<file path="src/hw/rtl/assert_macros.svh">
// assertion helpers shared by the rtl
`ifndef ASSERT_MACROS_SVH
`define ASSERT_MACROS_SVH

`ifndef SYNTHESIS
// checked only outside reset
`define FTK_ASSERT(lbl, clk, rst_n, prop) \
    lbl: assert property (@(posedge clk) disable iff (!rst_n) (prop)) \
        else $error("assertion failed");
// checked during reset as well
`define FTK_ASSERT_ALWAYS(lbl, clk, prop) \
    lbl: assert property (@(posedge clk) (prop)) \
        else $error("assertion failed");
`else
`define FTK_ASSERT(lbl, clk, rst_n, prop)
`define FTK_ASSERT_ALWAYS(lbl, clk, prop)
`endif

`endif

</file>
<file path="src/hw/rtl/ftk_pkg.sv">
`default_nettype none

package ftk_pkg;

    localparam int MAX_KEEP    = 16;
    localparam int IDX_W       = (MAX_KEEP > 1) ? $clog2(MAX_KEEP) : 1;
    localparam int FILL_W      = $clog2(MAX_KEEP + 1);
    localparam int KEEP_W      = 5;
    localparam int CAP_W       = (FILL_W > KEEP_W) ? FILL_W : KEEP_W;
    localparam int NODE_W      = 32;
    localparam int SCORE_W     = 64;
    localparam int DIV_CNT_W   = $clog2(SCORE_W);
    localparam int QUEUE_DEPTH = 2;
    localparam int QPTR_W      = (QUEUE_DEPTH > 1) ? $clog2(QUEUE_DEPTH) : 1;
    localparam int QCNT_W      = $clog2(QUEUE_DEPTH + 1);
    localparam int CFG_IDX_W   = 2;

    localparam logic OP_OFFER = 1'b0;
    localparam logic OP_DRAIN = 1'b1;

    localparam logic [CFG_IDX_W-1:0] CFG_DIVISOR     = 2'd0;
    localparam logic [CFG_IDX_W-1:0] CFG_MIN_SUCCESS = 2'd1;
    localparam logic [CFG_IDX_W-1:0] CFG_KEEP_COUNT  = 2'd2;

    typedef struct packed {
        logic               op;
        logic [NODE_W-1:0]  node_first;
        logic [NODE_W-1:0]  node_second;
        logic [SCORE_W-1:0] raw_count;
        logic [SCORE_W-1:0] success_count;
    } t_in_item;

    typedef struct packed {
        logic [NODE_W-1:0]  pair_first;
        logic [NODE_W-1:0]  pair_second;
        logic [SCORE_W-1:0] score;
        logic               was_empty;
        logic               last;
    } t_out_item;

    typedef struct packed {
        logic [SCORE_W-1:0] divisor;
        logic [SCORE_W-1:0] min_success;
        logic [KEEP_W-1:0]  keep_count;
    } t_cfg;

    typedef struct packed {
        logic [NODE_W-1:0]  node_first;
        logic [NODE_W-1:0]  node_second;
        logic [SCORE_W-1:0] score;
    } t_entry;

    typedef struct packed {
        logic   is_drain;
        t_entry ent;
    } t_job;

endpackage

`default_nettype wire

</file>
<file path="src/hw/rtl/ftk_queue.sv">
`default_nettype none

`include "assert_macros.svh"

module ftk_queue (
    input  wire logic          i_clk,
    input  wire logic          i_rst_n,
    input  wire logic          i_push,
    input  wire ftk_pkg::t_job i_job,
    input  wire logic          i_pop,
    output ftk_pkg::t_job      o_head,
    output logic               o_empty,
    output logic               o_full
);

    ftk_pkg::t_job                 r_mem [ftk_pkg::QUEUE_DEPTH];
    logic [ftk_pkg::QPTR_W-1:0]    r_wr;
    logic [ftk_pkg::QPTR_W-1:0]    r_rd;
    logic [ftk_pkg::QCNT_W-1:0]    r_cnt;
    logic                          do_push;
    logic                          do_pop;

    assign o_empty = (r_cnt == '0);
    assign o_full  = (r_cnt == ftk_pkg::QCNT_W'(ftk_pkg::QUEUE_DEPTH));
    assign do_push = i_push && !o_full;
    assign do_pop  = i_pop && !o_empty;
    assign o_head  = r_mem[r_rd];

    always_ff @(posedge i_clk) begin
        if (do_push) begin
            r_mem[r_wr] <= i_job;
        end
    end

    always_ff @(posedge i_clk) begin
        if (!i_rst_n) begin
            r_wr  <= '0;
            r_rd  <= '0;
            r_cnt <= '0;
        end else begin
            if (do_push) begin
                r_wr <= (r_wr == ftk_pkg::QPTR_W'(ftk_pkg::QUEUE_DEPTH - 1)) ? '0
                        : r_wr + ftk_pkg::QPTR_W'(1);
            end
            if (do_pop) begin
                r_rd <= (r_rd == ftk_pkg::QPTR_W'(ftk_pkg::QUEUE_DEPTH - 1)) ? '0
                        : r_rd + ftk_pkg::QPTR_W'(1);
            end
            if (do_push && !do_pop) begin
                r_cnt <= r_cnt + ftk_pkg::QCNT_W'(1);
            end else if (do_pop && !do_push) begin
                r_cnt <= r_cnt - ftk_pkg::QCNT_W'(1);
            end
        end
    end

    `FTK_ASSERT(a_no_pop_empty, i_clk, i_rst_n, i_pop |-> !o_empty)

endmodule

`default_nettype wire

</file>
<file path="config.mk">
export PLATFORM = sky130hd
export DESIGN_NAME = ftk_queue
export DESIGN_NICKNAME = d
export VERILOG_FILES = /design/src/hw/rtl/ftk_pkg.sv /design/src/hw/rtl/ftk_queue.sv
export VERILOG_INCLUDE_DIRS = /design/src /design/src/hw/rtl
export SDC_FILE = /design/constraint.sdc
export NUM_CORES = 1
export LEC_CHECK = 0
export ABC_AREA = 1
export BUFFER_PORTS_ARGS = -buffer_cell sky130_fd_sc_hd__buf_2
export CAP_MARGIN = 25
export CORE_MARGIN = 2
export CORE_UTILIZATION = 52
export CTS_CLUSTER_SIZE = 25
export DETAILED_ROUTE_END_ITERATION = 7
export GPL_ROUTABILITY_DRIVEN = 0
export PLACE_DENSITY = 0.79
export SLEW_MARGIN = 40
export SYNTH_ARGS = -nofsm -noshare
export SYNTH_HDL_FRONTEND = slang
export SYNTH_SLANG_ARGS = --single-unit
</file>
<file path="constraint.sdc">
create_clock -name i_clk -period 9.3 [get_ports i_clk]
set_input_delay 0.465 -clock i_clk [delete_from_list [all_inputs] [get_ports i_clk]]
set_output_delay 0.465 -clock i_clk [all_outputs]
set_load 0.02 [all_outputs]
</file>
==> results by group <==
Floorplanning
  – Die area: 19550 µm²
  – Die Wd: between 100 and 150 µm
  – Rows: 49
  – Core region area: 18020 µm²
  – Die height: 139.8 µm
  – Io pins: between 200 and 300
  – Initial Utilization: a little over half

Setup path
  – CP max FO: 67
  – Worst Path Arrival: 2.54 ns
  – R2R Path End: r_cnt[1]
  – R2R cell count: 9
  – R2r startpoint: r_cnt[1]
  – Crit end category: primary output
  – Startpoint Class: flop
  – R2R setup slack: 7.26 ns
  – Worst Path Required: between 8 and 9 ns
  – Setup CP Type: flop to primary output

CTS
  – Clk slew on worst S/H paths: 0.06 ns
  – CTS Buf Count: 27
  – TritonCTS clock tree: yes
  – Clock buffer depth: 3
  – # clock sinks: 263
  – Clock root buffer: clkbuf_16
  – Hold Buf Count CTS: 0
  – CTS H-Tree Depth: 1
  – Post-CTS Setup Inserts: 0
  – Clock Latency Late Sink: 0.51 ns
  – Cts repair resizes: 0

Detailed routing
  – Initial DRC Count: 251
  – Vias post-DR: 4962
  – Routed len/inst: 18.38 µm
  – Drt first pass iters: 4
  – Remaining antenna violation count: 0
  – DRC Markers: 0
  – Drt total wl: 17830 µm
  – Vias per cell: 5.115

Finish
  – Total Nets Final: 857
  – Commonest non-fill, non-tap cells in the layout: 263 x buf_2, 258 x edfxtp_1, 129 x mux2_2
  – N_diodes: 0
  – Share of layout cells above drive strength 1: slightly below 60%
  – Commonest non-fill, non-tap cell in the layout: buf_2
  – P&R area growth vs syn: 24.46%

Global route
  – Total grt overflow: 0
  – First-pass GRT wire length: 26880 µm
  – Initial antenna violation count: 1
  – Largest net degree at the start of global routing: 68
  – Vias in the first global route: 5227
  – Gr usage total: 17.45%

STA
  – Ratio of final minimum period to clock period: 32.36%
  – Setup Viol. Count Final: 0
  – Sum Neg Setup Slack: 0 ns
  – Unrepaired setup endpoints after global routing: no
  – Slew Viols, Final: 0
  – Final Skew: 0.01131 ns
  – Final min period: about 3 ns
  – Measured slew at the worst slew-check pin: around 0.8 ns
  – Min Hold Slack: 0.1394 ns
  – Fmax: 0.3323 GHz
  – Slew HR: about 46%
  – Final Hold Fails: 0

Status
  – Status: completed

Worst hold path
  – Hold depth: 1
  – Hold EP: r_mem[1][3]
  – Type of the tightest min-delay check: primary input to flop
  – Hold path start: i_job[3]

Place
  – Hpwl dp: 11920 µm
  – Port buffer count: 263

Pwr
  – Peak VDD IR: 227.5 µV
  – Pleak: around 0.0045 µW
  – PD cells: 278.9 nW/µm²

Synthesis
  – Register bit total from synthesis: 263
  – Synth Flop Type: edfxtp_1
  – Number of flops mapped to enable cells by yosys: 258
  – Synth Cell Area: about 9600 µm²
  – Sequential share of the synthesized area: 81.81%
  – Synth unique cells: 13
  – Post-Syn Nets: 573
  – Async SR Flop Fraction: 0%
  – Syn Area/Cell: 21.85 µm²
  – Synth Instances: ~440
  – Synth Warn #: 0

Flow run
  – Max Cap Viol: 0
==> stage by stage <==
| step | worst slack [ns] | area (µm²) | utilization, % | cells | power [µW] |
|---|---|---|---|---|---|
| final | 6.290 | 11940 | 66.24 | 970 | 3329 |
| after floorplan | 2.701 | 9593 | - | 439 | 2169 |
| after global routing | 6.181 | 11940 | 66.24 | 970 | 3462 |
| after CTS | 5.884 | 11900 | 66.02 | 969 | 3357 |
| after global placement | 6.497 | 11100 | 61.59 | 922 | 2361 |
| after detailed placement | 6.437 | 11100 | 61.59 | 922 | 2392 |
==> cell usage after synthesis (3+ instances only) <==
library cell | count | area share [%]
o21ai_0 | 3 | 0.16
edfxtp_1 | 258 | 81
buf_6 | 13 | 1.5
nand2_1 | 6 | 0.23
nor2_1 | 11 | 0.43
inv_1 | 9 | 0.35
mux2_2 | 129 | 15
dfxtp_1 | 5 | 1.0
==> flip-flops by register name (all words and copies together) (netlist names), named ones only <==
register / count
r_cnt: 2
r_mem: 258
r_rd: 1
r_wr: 1
==> worst max-delay path, stage by stage (launching register included) <==
cell	delay, ns
dfxtp_4	0.52
buf_12	0.27
buf_6	0.51
mux2_2	0.42
buf_2	0.16
==> how the worst max path moves through the flow <==
stage / start / end / slack, ns
after CTS: flop / o_head[71] / 5.88
after global placement: flop / o_head[71] / 6.50
final: flop / o_head[71] / 6.29
after global routing: flop / o_head[127] / 6.18
after floorplan: i_push / r_mem[0][0] / 2.70
after detailed placement: flop / o_head[70] / 6.44
==> logic make-up (layout without fill, tap and decap cells) <==
kind of cell             after synthesis  count (layout)  share of synthesized area, %
AO/OA/AOI/OAI                          4               4                        0.2086
adder cells (fa/ha/maj)                1               1                        0.1304
buffers and inverters                 23             325                         1.930
flip-flops                           263             263                         81.81
multiplexers                         129             129                         15.14
AND/OR/NAND/NOR                       19              19                        0.7826
==> power breakdown <==
group	internal, µW	switching (µW)	total (µW)
Combinational	312	507	819
Sequential	1500	49.5	1550
Clock	560	401	961
Total	2370	958	3330
==> per-layer routing <==
layer | up-vias | share of wire (%) | GRT usage, %
met3 | 36 | 7.1 | 5.643
met1 | 2427 | 38 | 20.58
met2 | 196 | 53 | 30.99
met5 | - | 0.067 | 0
li1 | 2301 | - | -
met4 | 2 | 2.3 | 4.579
==> final cells by class <==
| class | count | area, µm² |
|---|---|---|
| Multi-Input combinational cell | 153 | 1575 |
| Timing Repair Buffer | 269 | 1393 |
| Clock buffer | 33 | 698.2 |
| Sequential cell | 263 | 7851 |
| Fill cell | 1216 | 6086 |
| Clock inverter | 14 | 101.3 |
| Inverter | 9 | 33.78 |
| Tap cell | 229 | 286.5 |
Note: power is estimated with default switching activity, not from simulation.
