### src/hw/rtl/assert_macros.svh
// assertion helpers shared by the rtl
`ifndef ASSERT_MACROS_SVH
`define ASSERT_MACROS_SVH

`ifndef SYNTHESIS
// checked only outside reset
`define FTK_ASSERT(lbl, clk, rst_n, prop) \
    lbl: assert property (@(posedge clk) disable iff (!rst_n) (prop)) \
        else $error("assertion failed");
// checked during reset as well
`define FTK_ASSERT_ALWAYS(lbl, clk, prop) \
    lbl: assert property (@(posedge clk) (prop)) \
        else $error("assertion failed");
`else
`define FTK_ASSERT(lbl, clk, rst_n, prop)
`define FTK_ASSERT_ALWAYS(lbl, clk, prop)
`endif

`endif

### src/hw/rtl/ftk_pkg.sv
`default_nettype none

package ftk_pkg;

    localparam int MAX_KEEP    = 16;
    localparam int IDX_W       = (MAX_KEEP > 1) ? $clog2(MAX_KEEP) : 1;
    localparam int FILL_W      = $clog2(MAX_KEEP + 1);
    localparam int KEEP_W      = 5;
    localparam int CAP_W       = (FILL_W > KEEP_W) ? FILL_W : KEEP_W;
    localparam int NODE_W      = 32;
    localparam int SCORE_W     = 64;
    localparam int DIV_CNT_W   = $clog2(SCORE_W);
    localparam int QUEUE_DEPTH = 2;
    localparam int QPTR_W      = (QUEUE_DEPTH > 1) ? $clog2(QUEUE_DEPTH) : 1;
    localparam int QCNT_W      = $clog2(QUEUE_DEPTH + 1);
    localparam int CFG_IDX_W   = 2;

    localparam logic OP_OFFER = 1'b0;
    localparam logic OP_DRAIN = 1'b1;

    localparam logic [CFG_IDX_W-1:0] CFG_DIVISOR     = 2'd0;
    localparam logic [CFG_IDX_W-1:0] CFG_MIN_SUCCESS = 2'd1;
    localparam logic [CFG_IDX_W-1:0] CFG_KEEP_COUNT  = 2'd2;

    typedef struct packed {
        logic               op;
        logic [NODE_W-1:0]  node_first;
        logic [NODE_W-1:0]  node_second;
        logic [SCORE_W-1:0] raw_count;
        logic [SCORE_W-1:0] success_count;
    } t_in_item;

    typedef struct packed {
        logic [NODE_W-1:0]  pair_first;
        logic [NODE_W-1:0]  pair_second;
        logic [SCORE_W-1:0] score;
        logic               was_empty;
        logic               last;
    } t_out_item;

    typedef struct packed {
        logic [SCORE_W-1:0] divisor;
        logic [SCORE_W-1:0] min_success;
        logic [KEEP_W-1:0]  keep_count;
    } t_cfg;

    typedef struct packed {
        logic [NODE_W-1:0]  node_first;
        logic [NODE_W-1:0]  node_second;
        logic [SCORE_W-1:0] score;
    } t_entry;

    typedef struct packed {
        logic   is_drain;
        t_entry ent;
    } t_job;

endpackage

`default_nettype wire

### src/hw/rtl/ftk_front.sv
`default_nettype none

`include "assert_macros.svh"

module ftk_front (
    input  wire logic            i_clk,
    input  wire logic            i_rst_n,
    input  wire logic            i_start,
    output logic                 o_busy,
    input  wire ftk_pkg::t_in_item i_item,
    input  wire ftk_pkg::t_cfg   i_cfg,
    input  wire logic            i_q_full,
    output logic                 o_push,
    output ftk_pkg::t_job        o_job
);

    logic                             accept;
    logic                             qualify;
    logic                             r_active;
    logic [ftk_pkg::DIV_CNT_W-1:0]    r_cnt;
    logic [ftk_pkg::SCORE_W-1:0]      r_q;
    logic [ftk_pkg::SCORE_W-1:0]      r_rem;
    logic [ftk_pkg::NODE_W-1:0]       r_first;
    logic [ftk_pkg::NODE_W-1:0]       r_second;
    logic [ftk_pkg::SCORE_W:0]        rem_sh;
    logic [ftk_pkg::SCORE_W:0]        diff;
    logic                             ge;
    logic [ftk_pkg::SCORE_W-1:0]      n_q;
    logic [ftk_pkg::SCORE_W-1:0]      n_rem;
    logic                             div_done;

    assign o_busy  = r_active | i_q_full;
    assign accept  = i_start && !o_busy;
    assign qualify = (i_item.success_count >= i_cfg.min_success)
                     && (i_cfg.keep_count != '0);

    // one quotient bit per cycle, restoring
    assign rem_sh   = {r_rem, r_q[ftk_pkg::SCORE_W-1]};
    assign diff     = rem_sh - {1'b0, i_cfg.divisor};
    assign ge       = !diff[ftk_pkg::SCORE_W];
    assign n_rem    = ge ? diff[ftk_pkg::SCORE_W-1:0] : rem_sh[ftk_pkg::SCORE_W-1:0];
    assign n_q      = {r_q[ftk_pkg::SCORE_W-2:0], ge};
    assign div_done = r_active && (r_cnt == '0);

    always_comb begin
        o_push = 1'b0;
        o_job  = '0;
        if (div_done) begin
            o_push                 = 1'b1;
            o_job.is_drain         = 1'b0;
            o_job.ent.node_first   = r_first;
            o_job.ent.node_second  = r_second;
            o_job.ent.score        = n_q;
        end else if (accept && (i_item.op == ftk_pkg::OP_DRAIN)) begin
            o_push         = 1'b1;
            o_job.is_drain = 1'b1;
        end
    end

    always_ff @(posedge i_clk) begin
        if (!i_rst_n) begin
            r_active <= 1'b0;
        end else if (div_done) begin
            r_active <= 1'b0;
        end else if (accept && (i_item.op == ftk_pkg::OP_OFFER) && qualify) begin
            r_active <= 1'b1;
        end
    end

    always_ff @(posedge i_clk) begin
        if (accept) begin
            r_q      <= i_item.raw_count;
            r_rem    <= '0;
            r_cnt    <= ftk_pkg::DIV_CNT_W'(ftk_pkg::SCORE_W - 1);
            r_first  <= i_item.node_first;
            r_second <= i_item.node_second;
        end else if (r_active) begin
            r_q   <= n_q;
            r_rem <= n_rem;
            r_cnt <= r_cnt - ftk_pkg::DIV_CNT_W'(1);
        end
    end

    `FTK_ASSERT(a_push_room, i_clk, i_rst_n, o_push |-> !i_q_full)
    `FTK_ASSERT(a_rem_below_div, i_clk, i_rst_n, r_active |-> (r_rem < i_cfg.divisor))

endmodule

`default_nettype wire

### config.mk
export PLATFORM = sky130hd
export DESIGN_NAME = ftk_front
export DESIGN_NICKNAME = d
export VERILOG_FILES = /design/src/hw/rtl/ftk_pkg.sv /design/src/hw/rtl/ftk_front.sv
export VERILOG_INCLUDE_DIRS = /design/src /design/src/hw/rtl
export SDC_FILE = /design/constraint.sdc
export NUM_CORES = 1
export LEC_CHECK = 0
export BUFFER_PORTS_ARGS = -buffer_cell sky130_fd_sc_hd__buf_2
export CAP_MARGIN = 20
export CORE_MARGIN = 2
export CORE_UTILIZATION = 45
export CTS_CLUSTER_DIAMETER = 30
export CTS_CLUSTER_SIZE = 40
export DETAILED_ROUTE_END_ITERATION = 10
export HOLD_SLACK_MARGIN = 0.15
export PLACE_DENSITY = 0.73
export SETUP_SLACK_MARGIN = 0.3
export SLEW_MARGIN = 20
export SYNTH_ARGS = -nofsm -noshare
export SYNTH_HDL_FRONTEND = slang
export SYNTH_SLANG_ARGS = --single-unit
### constraint.sdc
create_clock -name i_clk -period 8.3 [get_ports i_clk]
set_clock_uncertainty 0.05 [all_clocks]
set_input_delay 0.415 -clock i_clk [delete_from_list [all_inputs] [get_ports i_clk]]
set_output_delay 0.415 -clock i_clk [all_outputs]
set_load 0.1 [all_outputs]
==> results.yml <==
status:
  status: "completed"
finish:
  area_delta_synth_final_pct: 27.64
  final_core_util_pct: 58.07
  drive_above_1_share_pct: 24.31
  final_net_count: 2582
  multi_input_area_sq_um: 7694
  regArea_sq_um: 5266
  fillCellCount: 2773
die:
  num_rows: 64
  initial_core_util_pct: 45.49
  dieArea_sq_um: 32180
  io_pins: 461
  die_w_um: 179.4
  core_area_sq_um: 30430
  die_y_um: 179.4
worst_setup_path:
  arrival_ns: 4.14
  reg2reg_depth: 14
  path_class: "flop to output pin"
  critPathMaxFanout: 4
  worst_r2r_endpoint: "r_rem[35]"
  r2r_setup_slack_ns: 3.80
  cp.required_ns: 7.84
  startpoint: "r_q[63]"
  rr_startpoint: "r_q[63]"
  critPathCaptureType: "output pin"
  cp-start-kind: "flop"
power_and_ir_drop:
  p_switching_uw: 630.9
  clkPwrFrac_pct: 36.4
  vdd_drop_max_mv: 0.1559
  p_leak_nw: 8.799
  combPwrFrac_pct: 14.9
  switching_share_pct: 27.64
  internal_power_mw: 1.651
  power_density_nw_per_um2: 129.2
  seqPwrFrac_pct: 48.7
global_routing:
  grt_pass1_vias: 12810
  grt_use_total_pct: 26.03
  grt_overflow: 0
  grt_max_degree: 131
  grt_first_pass_wirelength_um: 65260
  antenna_found_initial: 5
synth:
  ys_seq_area_share_pct: 38.03
  synth_edf_count: 128
  synth_nets: 2108
  synthFlopType: "edfxtp_1"
  yosysUniqueCellTypes: 61
  async_reset_ff_share_pct: 0
  ys_seq_elements: 199
  netlist_area_sq_um: 13840
  syn_avg_cell_area_sq_um: 8.400
  yosys_warnings: 0
  synth_cells: 1648
cts:
  clk_pin_slew_ns: 0.09
  cts_resized: 0
  worstSkewPairLatency_ns: 0.46
  cts.sinks: 199
  cts-root-buf: "clkbuf_16"
  cts_buffer_depth: 2
  cts_tree: "built"
  cts_max_level: 4
  post-cts-setup-buffers: 0
  cts_buffers: 17
detailed_routing:
  num_vias: 13500
  routed_wl_um: 44330
  drt.antenna.violating_nets: 0
  drt-vias-per-instance: 5.323
  drt_iter0_drc: 1093
  top_layer_used: "met5"
  wire_per_inst_um: 17.47
  drt_first_pass_iters: 5
  drcViolationCount: 0
  met2_length_um: 22880
  met3_length_um: 2708
  met1Wirelength_um: 17560
sta:
  setup_viol_count_final: 0
  hold_viol: 0
  fin_crit_sh_pct: 55.51
  worst_slew_margin_rel_pct: 28.42
  slew_violations: 0
  tns_ns: 0
  max_freq_mhz: 217.0
  rsz0062_at_grt: "no"
  min_period_ns: 4.607
  worst_slew_pin_slew_ns: 1.074
placement:
  gp_congestion: 0.9318
  place_hpwl_um: 33280
  port_buffers: 460
job:
  maxCapViolCount: 0
min_path:
  min_to: "r_q[41]"
  hold_depth: 3
  hold_path.class: "input pin to flop"
  hp-start: "i_item[105]"
[how the worst max path moves through the flow]
| stage | slack (ns) | cells after the start | to |
|---|---|---|---|
| after floorplan | 4.46 | 11 | o_job[0] |
| after global placement | 3.90 | 14 | r_rem[35] |
| after detailed placement | 3.73 | 14 | r_rem[35] |
| after CTS | 3.66 | 13 | o_job[0] |
| after global routing | 3.41 | 13 | o_job[0] |
| final | 3.69 | 13 | o_job[0] |
[synthesized netlist by cell type, types with 2 or more instances]
master / instances / share of area (%)
a211oi_1: 5 / 0.27
a21o_1: 27 / 1.5
a21oi_1: 112 / 4.0
a221o_1: 3 / 0.22
a22o_1: 41 / 2.6
a31o_2: 2 / 0.13
a31oi_1: 6 / 0.27
a32o_1: 2 / 0.14
a32oi_1: 17 / 1.1
and2_1: 129 / 5.8
and3_1: 6 / 0.27
buf_1: 4 / 0.11
buf_2: 4 / 0.14
buf_4: 4 / 0.22
clkbuf_1: 67 / 1.8
dfxtp_1: 71 / 10
edfxtp_1: 128 / 28
ha_1: 129 / 12
inv_1: 157 / 4.3
nand2_1: 311 / 8.4
nand2b_1: 13 / 0.59
nand3_1: 36 / 1.3
nand4_1: 36 / 1.6
nor2_1: 52 / 1.4
nor2b_1: 19 / 0.86
nor3_1: 16 / 0.58
nor4_1: 6 / 0.27
o211ai_1: 12 / 0.65
o21a_1: 6 / 0.33
o21ai_0: 89 / 3.2
o21ai_1: 20 / 0.72
o21bai_1: 18 / 0.98
o221ai_1: 2 / 0.13
o31ai_1: 4 / 0.22
or2_2: 4 / 0.18
or3_1: 3 / 0.14
xnor2_1: 37 / 2.3
xor2_1: 27 / 1.7
[per-stage QoR]
| step | power, mW | setup WS (ns) | hold WS (ns) | cells | cell area (sq um) |
|---|---|---|---|---|---|
| finish | 2.282 | 3.693 | 0.1679 | 2537 | 17670 |
| global route | 2.378 | 3.415 | 0.1536 | 2534 | 17660 |
| CTS | 2.287 | 3.664 | 0.1510 | 2531 | 17650 |
| detailed placement | 1.443 | 3.727 | 0.4295 | 2432 | 16410 |
| global placement | 1.433 | 3.898 | 0.4106 | 2432 | 16410 |
| floorplan | 1.306 | 4.456 | 0.3982 | 1648 | 13840 |
[logic make-up after synthesis]
| family | after synthesis | share of synthesized area, % |
|---|---|---|
| buffers and inverters | 237 | 6.580 |
| AOI/OAI and AO/OA | 379 | 17.49 |
| DFF | 199 | 38.03 |
| adders and majority gates | 130 | 11.80 |
| and+or+nand+nor | 637 | 21.85 |
| xor gates and xnor gates | 65 | 4.167 |
| muxes | 1 | 0.07231 |
[layout make-up]
| class | instances | area share, % |
|---|---|---|
| well taps | 396 | 2.804 |
| inverters | 157 | 3.349 |
| flip-flops and latches | 199 | 29.80 |
| multi-input cells | 1212 | 43.54 |
| repair buffers | 535 | 17.16 |
| clock inverters | 15 | 0.8427 |
| clock buffers | 17 | 2.408 |
| diodes | 6 | 0.08497 |
[registers in the layout, summed over array words and instances, names as in the netlist]
name,flops
r_rem,64
r_active,1
r_q,64
r_cnt,6
r_first,32
r_second,32
[layer usage]
layer / track usage, % / vias up
met5: 0 / -
met4: 8.535 / 4
met3: 4.789 / 70
met2: 47.43 / 511
met1: 30.75 / 6283
li1: - / 6636
[cells in the final DEF, fill, tap and decap left out, drive strengths merged, types with 12 or more instances in the layout]
cell	synthesis	routed
nand2b	13	13
o211ai	12	12
dfxtp	71	71
and2	129	129
o21ai	110	110
a21o	27	27
dlygate4sd3	0	67
nand2	311	311
a22o	41	41
a32oi	17	17
nor2b	19	19
xor2	28	28
xnor2	37	37
nand3	36	36
nor2	52	52
a21oi	112	112
nor3	16	16
buf	12	468
ha	129	129
inv	157	164
edfxtp	128	128
nand4	36	36
o21bai	18	18
clkbuf	68	17
[what timing repair did]
action / in CTS / in global routing
endpoints found under the setup margin: 0 / 0
hold buffers: 67 / 0
hold endpoints to repair: 67 / 0
[power by group through the flow]
| stage | clock network [mW] | logic [mW] | registers, mW |
|---|---|---|---|
| detailed placement | 0 | 0.311 | 1.13 |
| global route | 0.883 | 0.382 | 1.11 |
| global placement | 0 | 0.303 | 1.13 |
| finish | 0.831 | 0.340 | 1.11 |
| CTS | 0.838 | 0.340 | 1.11 |
| floorplan | 0 | 0.179 | 1.13 |
[worst max-delay path, stage by stage (launching register included)]
cell	delay, ns
edfxtp_1	0.37
inv_1	0.14
ha_1	0.20
fa_1	0.20
nand2b_1	0.14
a21oi_1	0.10
o21ai_1	0.35
o21ai_1	0.15
a211oi_2	0.42
o21ai_2	0.18
a2111oi_4	0.49
xnor2_1	0.27
and2_1	0.18
buf_2	0.46
Power figures use the tool's default switching activity.
